$ cat src/rtl/core/nec_ipd_pkg.sv
// Shared types and constants for the NEC IR pulse interval decoder.
// Used by every module under rtl/core; no dependencies of its own.
package nec_ipd_pkg;

  localparam int unsigned FRAME_BITS_DEF = 32;
  localparam int unsigned WORD_W         = 32;
  localparam int unsigned CFG_W          = 16;
  localparam int unsigned PADDR_W        = 5;
  localparam int unsigned PDATA_W        = 32;
  localparam int unsigned REG_IDX_W      = 3;

  // Register indexes (byte address = 4 * index)
  localparam logic [REG_IDX_W-1:0] REG_HDR_MIN    = 3'd0;
  localparam logic [REG_IDX_W-1:0] REG_HDR_MAX    = 3'd1;
  localparam logic [REG_IDX_W-1:0] REG_ONE_MIN    = 3'd2;
  localparam logic [REG_IDX_W-1:0] REG_ONE_MAX    = 3'd3;
  localparam logic [REG_IDX_W-1:0] REG_ZERO_MIN   = 3'd4;
  localparam logic [REG_IDX_W-1:0] REG_ZERO_MAX   = 3'd5;
  localparam logic [REG_IDX_W-1:0] REG_MATCH_ADDR = 3'd6;

  // Register reset values
  localparam logic [CFG_W-1:0] HDR_MIN_RST    = 16'd12000;
  localparam logic [CFG_W-1:0] HDR_MAX_RST    = 16'd15000;
  localparam logic [CFG_W-1:0] ONE_MIN_RST    = 16'd2000;
  localparam logic [CFG_W-1:0] ONE_MAX_RST    = 16'd2700;
  localparam logic [CFG_W-1:0] ZERO_MIN_RST   = 16'd900;
  localparam logic [CFG_W-1:0] ZERO_MAX_RST   = 16'd1400;
  localparam logic [CFG_W-1:0] MATCH_ADDR_RST = 16'h474D;

  typedef struct packed {
    logic [CFG_W-1:0] hdr_min;
    logic [CFG_W-1:0] hdr_max;
    logic [CFG_W-1:0] one_min;
    logic [CFG_W-1:0] one_max;
    logic [CFG_W-1:0] zero_min;
    logic [CFG_W-1:0] zero_max;
    logic [CFG_W-1:0] match_addr;
  } cfg_t;

  typedef struct packed {
    logic [WORD_W-1:0] word;
    logic              hit;
  } res_t;

endpackage

$ cat src/rtl/core/nec_ipd_regs.sv
// APB-style configuration register file for the NEC IR decoder.
// Depends on nec_ipd_pkg for register indexes, reset values and cfg_t.
module nec_ipd_regs (
  input  logic                           clk_i,
  input  logic                           rst_ni,
  input  logic                           psel,
  input  logic                           penable,
  input  logic                           pwrite,
  input  logic [nec_ipd_pkg::PADDR_W-1:0] paddr,
  input  logic [nec_ipd_pkg::PDATA_W-1:0] pwdata,
  output logic [nec_ipd_pkg::PDATA_W-1:0] prdata,
  output logic                           pready,
  output nec_ipd_pkg::cfg_t              cfg_o
);
  import nec_ipd_pkg::*;

  cfg_t                 cfg_q, cfg_d;
  logic                 wr_en;
  logic [REG_IDX_W-1:0] reg_idx;
  logic [CFG_W-1:0]     wr_val;

  assign pready  = 1'b1;
  assign wr_en   = psel & penable & pwrite;
  assign reg_idx = paddr[PADDR_W-1:2];
  assign wr_val  = pwdata[CFG_W-1:0];

  always_comb begin
    cfg_d = cfg_q;
    if (wr_en) begin
      unique case (reg_idx)
        REG_HDR_MIN:    cfg_d.hdr_min    = wr_val;
        REG_HDR_MAX:    cfg_d.hdr_max    = wr_val;
        REG_ONE_MIN:    cfg_d.one_min    = wr_val;
        REG_ONE_MAX:    cfg_d.one_max    = wr_val;
        REG_ZERO_MIN:   cfg_d.zero_min   = wr_val;
        REG_ZERO_MAX:   cfg_d.zero_max   = wr_val;
        REG_MATCH_ADDR: cfg_d.match_addr = wr_val;
        default:        cfg_d = cfg_q;
      endcase
    end
  end

  always_comb begin
    unique case (reg_idx)
      REG_HDR_MIN:    prdata = PDATA_W'(cfg_q.hdr_min);
      REG_HDR_MAX:    prdata = PDATA_W'(cfg_q.hdr_max);
      REG_ONE_MIN:    prdata = PDATA_W'(cfg_q.one_min);
      REG_ONE_MAX:    prdata = PDATA_W'(cfg_q.one_max);
      REG_ZERO_MIN:   prdata = PDATA_W'(cfg_q.zero_min);
      REG_ZERO_MAX:   prdata = PDATA_W'(cfg_q.zero_max);
      REG_MATCH_ADDR: prdata = PDATA_W'(cfg_q.match_addr);
      default:        prdata = '0;
    endcase
  end

  always_ff @(posedge clk_i or negedge rst_ni) begin
    if (!rst_ni) begin
      cfg_q.hdr_min    <= HDR_MIN_RST;
      cfg_q.hdr_max    <= HDR_MAX_RST;
      cfg_q.one_min    <= ONE_MIN_RST;
      cfg_q.one_max    <= ONE_MAX_RST;
      cfg_q.zero_min   <= ZERO_MIN_RST;
      cfg_q.zero_max   <= ZERO_MAX_RST;
      cfg_q.match_addr <= MATCH_ADDR_RST;
    end else begin
      cfg_q <= cfg_d;
    end
  end

  assign cfg_o = cfg_q;

endmodule

$ cat src/rtl/core/nec_ipd_core.sv
// Input register and single-pass interval decode for the NEC IR decoder.
// Depends on nec_ipd_pkg for cfg_t, res_t and widths.
module nec_ipd_core #(
  parameter int unsigned FRAME_BITS = nec_ipd_pkg::FRAME_BITS_DEF
) (
  input  logic                          clk_i,
  input  logic                          rst_ni,
  input  logic                          in_valid_i,
  output logic                          in_stall_o,
  input  logic [nec_ipd_pkg::WORD_W-1:0] edge_time_us_i,
  input  nec_ipd_pkg::cfg_t             cfg_i,
  input  logic                          out_free_i,
  output logic                          res_load_o,
  output nec_ipd_pkg::res_t             res_o
);
  import nec_ipd_pkg::*;

  localparam int unsigned CntW = (FRAME_BITS > 1) ? $clog2(FRAME_BITS) : 1;
  localparam logic [CntW-1:0] LastCnt = CntW'(FRAME_BITS - 1);

  function automatic logic in_window(logic [WORD_W-1:0] gap, logic [CFG_W-1:0] lo,
                                     logic [CFG_W-1:0] hi);
    return (gap > WORD_W'(lo)) && (gap < WORD_W'(hi));
  endfunction

  logic                  s1_valid_q, s1_valid_d;
  logic [WORD_W-1:0]     s1_time_q, s1_time_d;
  logic [WORD_W-1:0]     prev_q, prev_d;
  logic [FRAME_BITS-1:0] acc_q, acc_d, acc_set;
  logic [CntW-1:0]       cnt_q, cnt_d;
  logic                  act_q, act_d;

  logic [WORD_W-1:0]     gap;
  logic                  hdr_hit, one_hit, zero_hit, bit_ok, emit, s1_go;
  logic [WORD_W-1:0]     word;

  assign gap      = s1_time_q - prev_q;
  assign hdr_hit  = in_window(gap, cfg_i.hdr_min, cfg_i.hdr_max);
  assign one_hit  = in_window(gap, cfg_i.one_min, cfg_i.one_max);
  assign zero_hit = in_window(gap, cfg_i.zero_min, cfg_i.zero_max);
  assign bit_ok   = act_q & ~hdr_hit & (one_hit | zero_hit);
  assign emit     = s1_valid_q & bit_ok & (cnt_q == LastCnt);
  // an item that closes a frame waits for room in the output register
  assign s1_go      = s1_valid_q & (~emit | out_free_i);
  assign in_stall_o = s1_valid_q & ~s1_go;

  always_comb begin
    acc_set = acc_q;
    if (one_hit) begin
      acc_set[cnt_q] = 1'b1;
    end
  end

  assign word       = WORD_W'(acc_set);
  assign res_load_o = emit & s1_go;
  assign res_o.word = word;
  assign res_o.hit  = (word[CFG_W-1:0] == cfg_i.match_addr);

  always_comb begin
    s1_valid_d = s1_valid_q;
    s1_time_d  = s1_time_q;
    if (!in_stall_o) begin
      s1_valid_d = in_valid_i;
      if (in_valid_i) begin
        s1_time_d = edge_time_us_i;
      end
    end
  end

  always_comb begin
    prev_d = prev_q;
    acc_d  = acc_q;
    cnt_d  = cnt_q;
    act_d  = act_q;
    if (s1_go) begin
      prev_d = s1_time_q;
      if (hdr_hit) begin
        act_d = 1'b1;
        cnt_d = '0;
        acc_d = '0;
      end else if (act_q) begin
        if (bit_ok && cnt_q != LastCnt) begin
          cnt_d = cnt_q + 1'b1;
          acc_d = acc_set;
        end else begin
          // frame done or aborted: close it
          act_d = 1'b0;
          cnt_d = '0;
        end
      end
    end
  end

  always_ff @(posedge clk_i or negedge rst_ni) begin
    if (!rst_ni) begin
      s1_valid_q <= 1'b0;
      s1_time_q  <= '0;
      prev_q     <= '0;
      acc_q      <= '0;
      cnt_q      <= '0;
      act_q      <= 1'b0;
    end else begin
      s1_valid_q <= s1_valid_d;
      s1_time_q  <= s1_time_d;
      prev_q     <= prev_d;
      acc_q      <= acc_d;
      cnt_q      <= cnt_d;
      act_q      <= act_d;
    end
  end

`ifndef NO_ASSERTIONS
  a_cnt_range: assert property (@(posedge clk_i) disable iff (!rst_ni)
    cnt_q <= LastCnt)
    else $error("bit counter beyond frame length");
  a_idle_cnt: assert property (@(posedge clk_i) disable iff (!rst_ni)
    !act_q |-> cnt_q == '0)
    else $error("bit counter not cleared outside a frame");
  a_acc_clean: assert property (@(posedge clk_i) disable iff (!rst_ni)
    act_q |-> (acc_q >> cnt_q) == '0)
    else $error("accumulator holds bits above the fill count");
  a_stall_src: assert property (@(posedge clk_i) disable iff (!rst_ni)
    in_stall_o |-> s1_valid_q && emit && !out_free_i)
    else $error("input stalled without a pending frame result");
`endif

endmodule

$ cat src/rtl/core/nec_ipd_outreg.sv
// Result register for the NEC IR decoder: holds one frame until transferred.
// Depends on nec_ipd_pkg for res_t and widths.
module nec_ipd_outreg (
  input  logic                          clk_i,
  input  logic                          rst_ni,
  input  logic                          load_i,
  input  nec_ipd_pkg::res_t             res_i,
  output logic                          free_o,
  output logic                          out_valid_o,
  input  logic                          out_stall_i,
  output logic [nec_ipd_pkg::WORD_W-1:0] frame_word_o,
  output logic                          address_hit_o
);
  import nec_ipd_pkg::*;

  logic  valid_q, valid_d;
  res_t  res_q, res_d;

  assign free_o = ~valid_q | ~out_stall_i;

  always_comb begin
    valid_d = valid_q;
    res_d   = res_q;
    if (load_i) begin
      valid_d = 1'b1;
      res_d   = res_i;
    end else if (!out_stall_i) begin
      valid_d = 1'b0;
    end
  end

  always_ff @(posedge clk_i or negedge rst_ni) begin
    if (!rst_ni) begin
      valid_q <= 1'b0;
    end else begin
      valid_q <= valid_d;
    end
  end

  always_ff @(posedge clk_i) begin
    res_q <= res_d;
  end

  assign out_valid_o   = valid_q;
  assign frame_word_o  = res_q.word;
  assign address_hit_o = res_q.hit;

endmodule

$ cat src/rtl/core/nec_ir_pulse_interval_decoder.sv
// Top level of the NEC IR pulse interval decoder.
// Depends on nec_ipd_pkg, nec_ipd_regs, nec_ipd_core and nec_ipd_outreg.
//
// Usage:
//   Input channel (in_valid_i / in_stall_o) carries one falling-edge timestamp
//   per transfer, in microseconds, wrapping modulo 2^32. Output channel
//   (out_valid_o / out_stall_i) carries one decoded frame per transfer: the
//   full word (first bit at bit zero), its address and command fields and an
//   address-match flag. Edges that do not complete a frame produce nothing.
//   Configuration: seven 16-bit registers on the APB port at byte address
//   4 * index (gap windows, exclusive bounds, and the match address); write
//   them only while no edge is in flight.
//   A frame's last edge sits in the input register, then decodes straight
//   into the result register, which drives out_valid_o; a full result
//   register with a stalled receiver can hold it in the input register.
//   Throughput: one edge per cycle while in_stall_o is low; each edge takes
//   one pass through the subtract-and-compare logic between the two registers.
//   When the receiver stalls, the result register holds the frame; further
//   edges keep flowing until an edge that closes another frame reaches the
//   decode stage, which then stalls the input until the result register frees.
//   Reset: registers return to their defaults, the previous edge time to zero
//   and no frame is open; both channels come up empty.
module nec_ir_pulse_interval_decoder #(
  parameter int unsigned FRAME_BITS = nec_ipd_pkg::FRAME_BITS_DEF
) (
  input  logic                           clk_i,
  input  logic                           rst_ni,
  // edge timestamp channel
  input  logic                           in_valid_i,
  output logic                           in_stall_o,
  input  logic [nec_ipd_pkg::WORD_W-1:0]  edge_time_us_i,
  // decoded frame channel
  output logic                           out_valid_o,
  input  logic                           out_stall_i,
  output logic [nec_ipd_pkg::WORD_W-1:0]  frame_word_o,
  output logic [nec_ipd_pkg::CFG_W-1:0]   frame_address_o,
  output logic [7:0]                     frame_command_o,
  output logic                           address_hit_o,
  // configuration port
  input  logic                           psel,
  input  logic                           penable,
  input  logic                           pwrite,
  input  logic [nec_ipd_pkg::PADDR_W-1:0] paddr,
  input  logic [nec_ipd_pkg::PDATA_W-1:0] pwdata,
  output logic [nec_ipd_pkg::PDATA_W-1:0] prdata,
  output logic                           pready
);
  import nec_ipd_pkg::*;

  cfg_t cfg;
  res_t res;
  logic res_load;
  logic out_free;

  // configuration registers
  nec_ipd_regs u_regs (
    .clk_i   (clk_i),
    .rst_ni  (rst_ni),
    .psel    (psel),
    .penable (penable),
    .pwrite  (pwrite),
    .paddr   (paddr),
    .pwdata  (pwdata),
    .prdata  (prdata),
    .pready  (pready),
    .cfg_o   (cfg)
  );

  // input register, gap windows and bit accumulation
  nec_ipd_core #(
    .FRAME_BITS (FRAME_BITS)
  ) u_core (
    .clk_i          (clk_i),
    .rst_ni         (rst_ni),
    .in_valid_i     (in_valid_i),
    .in_stall_o     (in_stall_o),
    .edge_time_us_i (edge_time_us_i),
    .cfg_i          (cfg),
    .out_free_i     (out_free),
    .res_load_o     (res_load),
    .res_o          (res)
  );

  // hold the finished frame until the receiver takes it
  nec_ipd_outreg u_outreg (
    .clk_i         (clk_i),
    .rst_ni        (rst_ni),
    .load_i        (res_load),
    .res_i         (res),
    .free_o        (out_free),
    .out_valid_o   (out_valid_o),
    .out_stall_i   (out_stall_i),
    .frame_word_o  (frame_word_o),
    .address_hit_o (address_hit_o)
  );

  // address is the low half-word, command the next byte
  assign frame_address_o = frame_word_o[CFG_W-1:0];
  assign frame_command_o = frame_word_o[CFG_W+7:CFG_W];

endmodule

$ cat config.mk
export PLATFORM = sky130hd
export DESIGN_NAME = nec_ir_pulse_interval_decoder
export DESIGN_NICKNAME = d
export VERILOG_FILES = /design/src/rtl/core/nec_ipd_pkg.sv /design/src/rtl/core/nec_ipd_regs.sv /design/src/rtl/core/nec_ipd_core.sv /design/src/rtl/core/nec_ipd_outreg.sv /design/src/rtl/core/nec_ir_pulse_interval_decoder.sv
export SDC_FILE = /design/constraint.sdc
export NUM_CORES = 1
export LEC_CHECK = 0
export BUFFER_PORTS_ARGS = -buffer_cell sky130_fd_sc_hd__buf_2
export CAP_MARGIN = 25
export CORE_ASPECT_RATIO = 0.5
export CORE_MARGIN = 2
export CORE_UTILIZATION = 60
export DETAILED_ROUTE_END_ITERATION = 6
export PLACE_DENSITY = 0.81
export SYNTH_ARGS = -nofsm -noshare
export SYNTH_HDL_FRONTEND = slang
export SYNTH_SLANG_ARGS = --single-unit
$ cat constraint.sdc
create_clock -name clk_i -period 12.84 [get_ports clk_i]
set_input_delay 1.926 -clock clk_i [delete_from_list [all_inputs] [get_ports clk_i]]
set_output_delay 1.926 -clock clk_i [all_outputs]
set_load 0.03 [all_outputs]
Word level (Yosys, flattened, before mapping)
Index checks and enable logic that the tools add are counted.
- order comparisons: 8
- $add $sub $neg: 2
- reductions and logical operators: 18
- bitwise gates (word level): 19
- mux-type cells: 15
- equal/unequal tests: 10
- operators with widths (operator ; count):
    $mux 32 ; 4
    $pmux 16 s7 ; 1
    $gt 32x16->1 ; 3
    $lt 32x16->1 ; 3
    $or 32x32->32 ; 1
    $sub 32x32->32 ; 1
    $reduce_and 2->1 ; 9
    $eq 16x16->1 ; 1
    $mux 5 ; 3
    $and 1x1->1 ; 9
    $eq 3x3->1 const B ; 3
    $eq 3x2->1 const B ; 2
    $lt 5x6->1 const B ; 1
    $mux 1 ; 6
    $not 1->1 ; 6
    $add 5x1->5 const B ; 1
    $demux 1 s5 ; 1
    $eq 5x5->1 const B ; 1
    $ge 5x1->1 const B ; 1
    $logic_and 1x1->1 ; 5
    $ne 5x5->1 const B ; 1
    $reduce_bool 2->1 ; 2
    $eq 3x1->1 const B ; 1
    $logic_not 3->1 ; 1
    3 further kinds ; 5
- logic and storage cells: 88
- flip-flop bits (word level): 249
- bits of input ports: 76

Logic depth before layout (Yosys ltp)
- word-level depth: 15
- gate-level depth with buffers: 23
- gate-level depth less buffers: 22

Hierarchy
Synthesis repeated with hierarchy kept, for this count alone.
- cells, all modules: 1519
- area total of the unflattened synthesis: 16045.4 sq um
- by module, submodules not included (module ; times used ; cells an instance ; area each (sq um)):
    nec_ipd_core ; 1 ; 1073 ; 9501.6
    nec_ipd_regs ; 1 ; 386 ; 5336.4
    nec_ipd_outreg ; 1 ; 36 ; 1027.2
    nec_ir_pulse_interval_decoder ; 1 ; 24 ; 180.2

Least setup slack after synthesis
Ideal clock, no wire load.
- path kind: register to register
- start: reg u_core.prev_q[0]
- end: reg u_outreg.res_q, in the netlist u_outreg.address_hit_o (enable)
- period minus slack after synthesis: 6.399 ns
- setup slack: 6.441 ns
- path buffers: 0
- cell stages (with the launch flop): 16
- required time: 12.369 ns
- arrival time: 5.927 ns
- path through: dfrtp_1 > ha_1 > fa_1 > nor2b_1 > o2111ai_1 > a21oi_1 > a311oi_1 > xnor2_1 > ha_1 > a21o_1 > a211oi_1 > o21ai_0 > o211a_1 > nor2b_1 > nand3_1 > nor3b_1
- cells in the longest elaborated chain, start to end: 12
- elaborated cells between the ends (all ways): 20
- ends and longest elaborated chain (item ; line ; text):
    from (decl) ; nec_ipd_core.sv:28 ; logic [WORD_W-1:0] prev_q, prev_d;
    from (signal assigned) ; nec_ipd_core.sv:105 ; prev_q <= prev_d;
    $sub 32x32->32 * ; nec_ipd_core.sv:37 ; assign gap = s1_time_q - prev_q;
    $gt 32x16->1 / $lt 32x16->1 (equally long branches) ; nec_ipd_core.sv:23 ; return (gap > WORD_W'(lo)) && (gap < WORD_W'(hi));
    $logic_and 1x1->1 ; nec_ipd_core.sv:23 ;
    $not 1->1 ; nec_ipd_core.sv:41 ; assign bit_ok = act_q & ~hdr_hit & (one_hit | zero_hit);
    $and 1x1->1 ; nec_ipd_core.sv:41 ;
    $and 1x1->1 * ; nec_ipd_core.sv:41 ;
    $and 1x1->1 * (2 in a row) ; nec_ipd_core.sv:42 ; assign emit = s1_valid_q & bit_ok & (cnt_q == LastCnt);
    $not 1->1 ; nec_ipd_core.sv:44 ; assign s1_go = s1_valid_q & (~emit | out_free_i);
    $or 1x1->1 ; nec_ipd_core.sv:44 ;
    $and 1x1->1 ; nec_ipd_core.sv:44 ;
    $and 1x1->1 * ; nec_ipd_core.sv:55 ; assign res_load_o = emit & s1_go;
    via res_load ; nec_ir_pulse_interval_decoder.sv:52 ; logic res_load;
    to (signal assigned) ; nec_ipd_outreg.sv:41 ; res_q <= res_d;
    to (decl) ; nec_ipd_outreg.sv:17 ; res_t res_q, res_d;
The timed path passes the listed nets; every way through them passes the cells marked *.
A chain may end at the register's enable or synchronous reset.

Worst setup path in the final report
- start: reg u_core.prev_q[0]
- end: out in_stall_o
- cells in the longest elaborated chain, start to end: 13
- elaborated cells between the ends (all ways): 21
- ends and longest elaborated chain (item ; line ; text):
    $sub 32x32->32 * ; nec_ipd_core.sv:37 ;
    $gt 32x16->1 / $lt 32x16->1 (equally long branches) ; nec_ipd_core.sv:23 ;
    $logic_and 1x1->1 ; nec_ipd_core.sv:23 ;
    $not 1->1 ; nec_ipd_core.sv:41 ;
    $and 1x1->1 ; nec_ipd_core.sv:41 ;
    $and 1x1->1 * ; nec_ipd_core.sv:41 ;
    $and 1x1->1 * (2 in a row) ; nec_ipd_core.sv:42 ;
    $not 1->1 * ; nec_ipd_core.sv:44 ;
    $or 1x1->1 * ; nec_ipd_core.sv:44 ;
    $and 1x1->1 * ; nec_ipd_core.sv:44 ;
    $not 1->1 * ; nec_ipd_core.sv:45 ; assign in_stall_o = s1_valid_q & ~s1_go;
    $and 1x1->1 * ; nec_ipd_core.sv:45 ;
    to (decl) ; nec_ir_pulse_interval_decoder.sv:30 ; output logic in_stall_o,
Mark *: on every way between the ends. The rest lies on a longest branch, timed or not.

==> impl_metrics.toml <==
[global_routing]
grt_pass1_wl_um = 64830
grt_pass1_vias = 12368
grt_usage = 0.2956
gr-total-overflow = 0
antenna_found_initial = 0
grt_start_max_net_pins = 105

[clocking]
cts_buffers = 23
cts_root_buffer = "clkbuf_16"
h-tree-depth = 1
holdBufCountCts = 0
cts_resized = 0
post_cts_buffers = 0
clk_path_buf_depth = 3
tritoncts = "done"
cts.sinks = 249
cts.clk_slew.worst_paths_ns = 0.07
clk_latency_ns = 0.53

[synth]
synth_xor_area_frac = 0.01054
ys.flop_type = "dfrtp_1"
postSynthCellCount = 1651
ys_ff_latch = 249
avgSynthCellArea_um2 = 9.567
synth_top_family_by_area = "compound AO/OA/AOI/OAI gates"
synth-adder-area-share = 0.1035
synthArstFlopShare = 0.8675
yosys.area_share.simple = 0.1297
synth_mux_area_frac = 0.1057
yosysSeqAreaShare = 0.4083
synth-compound-area-share = 0.1675
yosysUniqueCellTypes = 83
netlist_area_um2 = 15800
ys_warn_count = 0
synth_edf_count = 33

[timing]
rsz0062_at_grt = "false"
drv_slew = 0
max_freq_ghz = 0.1269
relSlewSlack = 0.3112
period_minus_slack_ns = 7.882
worst_pin_slew_ns = 1.026
hold_viol = 0
layout_setup_ws_ns = 4.958
setup_viol_count_final = 0
finalCritPeriodShare = 0.6139
fin_tns_setup_ns = 0
skew_ns = 0.01607

[detailed_routing]
drt_iter0_markers = 1299
drc = 0
wirelength_um = 40320
post_drt_wl_per_cell_um = 19.28
first_pass_iters = 6
vias_per_cell = 6.116
ant_nets = 0
num_vias = 12788

[cells_and_area]
antenna_cells = 0
final_common_cell = "dfrtp_1"
fin_nets = 1936
fill_cells = 2012
mostFrequentLayoutCells = "dfrtp_1, inv_1, nand2_1"
syn2layout_area_growth_pct = 8.785
drive_gt1_frac = 0.1946

[pwr]
ir_drop_mv = 0.1095
p_per_area_nw_per_um2 = 159.5
p_leak_nw = 7.725

[setup_path]
worstPathCellList = "ha_1 > fa_1 > nor2b_1 > o2111ai_1 > a21oi_1 > a311oi_1 > xnor2_1 > ha_1 > nand3_1 > nor4_1 > nand4_1 > o211a_1 > o211a_1 > nor2b_1 > nand3_1 > or2_2 > nor2_1 > buf_2"
slowest_stage = "xnor2_1"
path_buf_inv = 1
crit_family = "simple AND/OR/NAND/NOR gates"
worstPathArrival_ns = 5.96
cp_data_required_time_ns = 10.91
timing.reg2reg.setup_slack_ns = 6.58
cp-end-kind = "primary output"
worstSetupPathType = "register to primary output"
cp_max_fo = 6
start_kind = "register"
cpPeakStageDelay_ns = 0.78

[die]
core_area_um2 = 25550
start_util = 0.6183
rows = 41
io_pins = 168
dieArea_um2 = 27720
die_h_um = 118.7
die_w_um = 233.5

[place]
dp_slack_ns = 5.664
place_congestion = 0.9309
io_buffer_count = 132
dp_hpwl_um = 29730

[job]
drv_cap = 0

[run_status]
outcome = "completed"

[hold_path]
hold_class = "register to register"
worst paths after layout:
kind / cells after the start / start / endpoint
setup reg to reg: 19 / u_core.prev_q[0] / u_core.prev_q[4]
hold / removal: 2 / u_core.acc_q[22] / u_core.acc_q[22]
min in group asynchronous: 1 / rst_ni / u_core.s1_time_q[3]
max in group asynchronous: 3 / rst_ni / u_regs.cfg_o[61]
setup / recovery: 18 / u_core.prev_q[0] / in_stall_o
hold reg to reg: 2 / u_core.acc_q[22] / u_core.acc_q[22]
final cells by class:
cell class | count | area [µm²] | area share
repair buffers | 148 | 809.5 | 0.04711
flip-flops and latches | 249 | 6450 | 0.3754
well taps | 344 | 430.4 | 0.02505
multi-input cells | 1156 | 8242 | 0.4796
clock buffers | 36 | 624.3 | 0.03634
inverters | 152 | 570.5 | 0.03320
clock inverters | 6 | 56.30 | 0.003277
sequential cells by signal, summed over array words and instances (netlist names):
| name | cells |
|---|---|
| u_outreg.address_hit_o | 1 |
| u_core.cnt_q | 5 |
| u_core.s1_time_q | 32 |
| u_core.s1_valid_q | 1 |
| u_core.act_q | 1 |
| u_outreg.frame_word_o | 32 |
| u_outreg.out_valid_o | 1 |
| u_regs.cfg_o | 112 |
| u_core.prev_q | 32 |
| u_core.acc_q | 32 |
power breakdown:
part           switching (mW)  internal [mW]  total, mW
clock network           0.298          0.355      0.653
registers              0.0810          0.921       1.00
logic                   0.656          0.429       1.08
total                    1.03           1.71       2.74
synth_stat cells (12+ instances only):
cell type / count / share of area
dfrtp_1: 173 / 0.27
inv_1: 152 / 0.036
nand2_1: 149 / 0.035
o21ai_0: 131 / 0.042
ha_1: 129 / 0.10
a21oi_1: 117 / 0.037
nor2_1: 98 / 0.023
mux2_2: 92 / 0.066
dfstp_2: 43 / 0.072
buf_4: 42 / 0.020
clkbuf_1: 40 / 0.0095
edfxtp_1: 33 / 0.063
a21o_1: 28 / 0.013
nand4_1: 27 / 0.011
mux2_1: 26 / 0.019
nor3_1: 26 / 0.0082
nor2b_1: 23 / 0.0091
nand3_1: 21 / 0.0067
o21bai_1: 18 / 0.0086
mux2i_1: 16 / 0.010
o22ai_1: 16 / 0.0063
o21a_1: 15 / 0.0071
xnor2_1: 13 / 0.0072
a31oi_1: 12 / 0.0048
buf_1: 12 / 0.0029
through the flow:
stage | instance area (µm²) | util | cells | power [mW] | hold slack, ns
2_1_floorplan | 15850 | - | 1666 | 1.760 | 0.4550
4_1_cts | 17180 | 0.6723 | 2090 | 2.722 | 0.4939
6_report | 17180 | 0.6726 | 2091 | 2.740 | 0.4887
3_5_place_dp | 16490 | 0.6457 | 2048 | 2.062 | 0.4780
5_1_grt | 17180 | 0.6726 | 2091 | 2.918 | 0.4956
3_3_place_gp | 16470 | 0.6446 | 2047 | 2.027 | 0.4684
tightest hold or removal path, cell delays in order, from the launching register on:
cell	delay, ns
dfrtp_1	0.34
a21oi_1	0.04
nor2_1	0.07
layer usage:
| layer | up-vias | part of all wire | track usage |
|---|---|---|---|
| li1 | 6010 | - | - |
| met1 | 6140 | 0.43 | 0.4128 |
| met2 | 551 | 0.46 | 0.4709 |
| met3 | 87 | 0.078 | 0.04947 |
| met4 | 0 | 0.028 | 0.09375 |
| met5 | - | 0 | 0 |
logic make-up after synthesis:
logic type | count (synthesis)
and+or+nand+nor | 423
adders and majority gates | 130
xor gates and xnor gates | 19
buffers and inverters | 261
AOI/OAI and AO/OA | 425
other | 2
DFF | 249
muxes | 142
(Power assumes the default switching activity.)
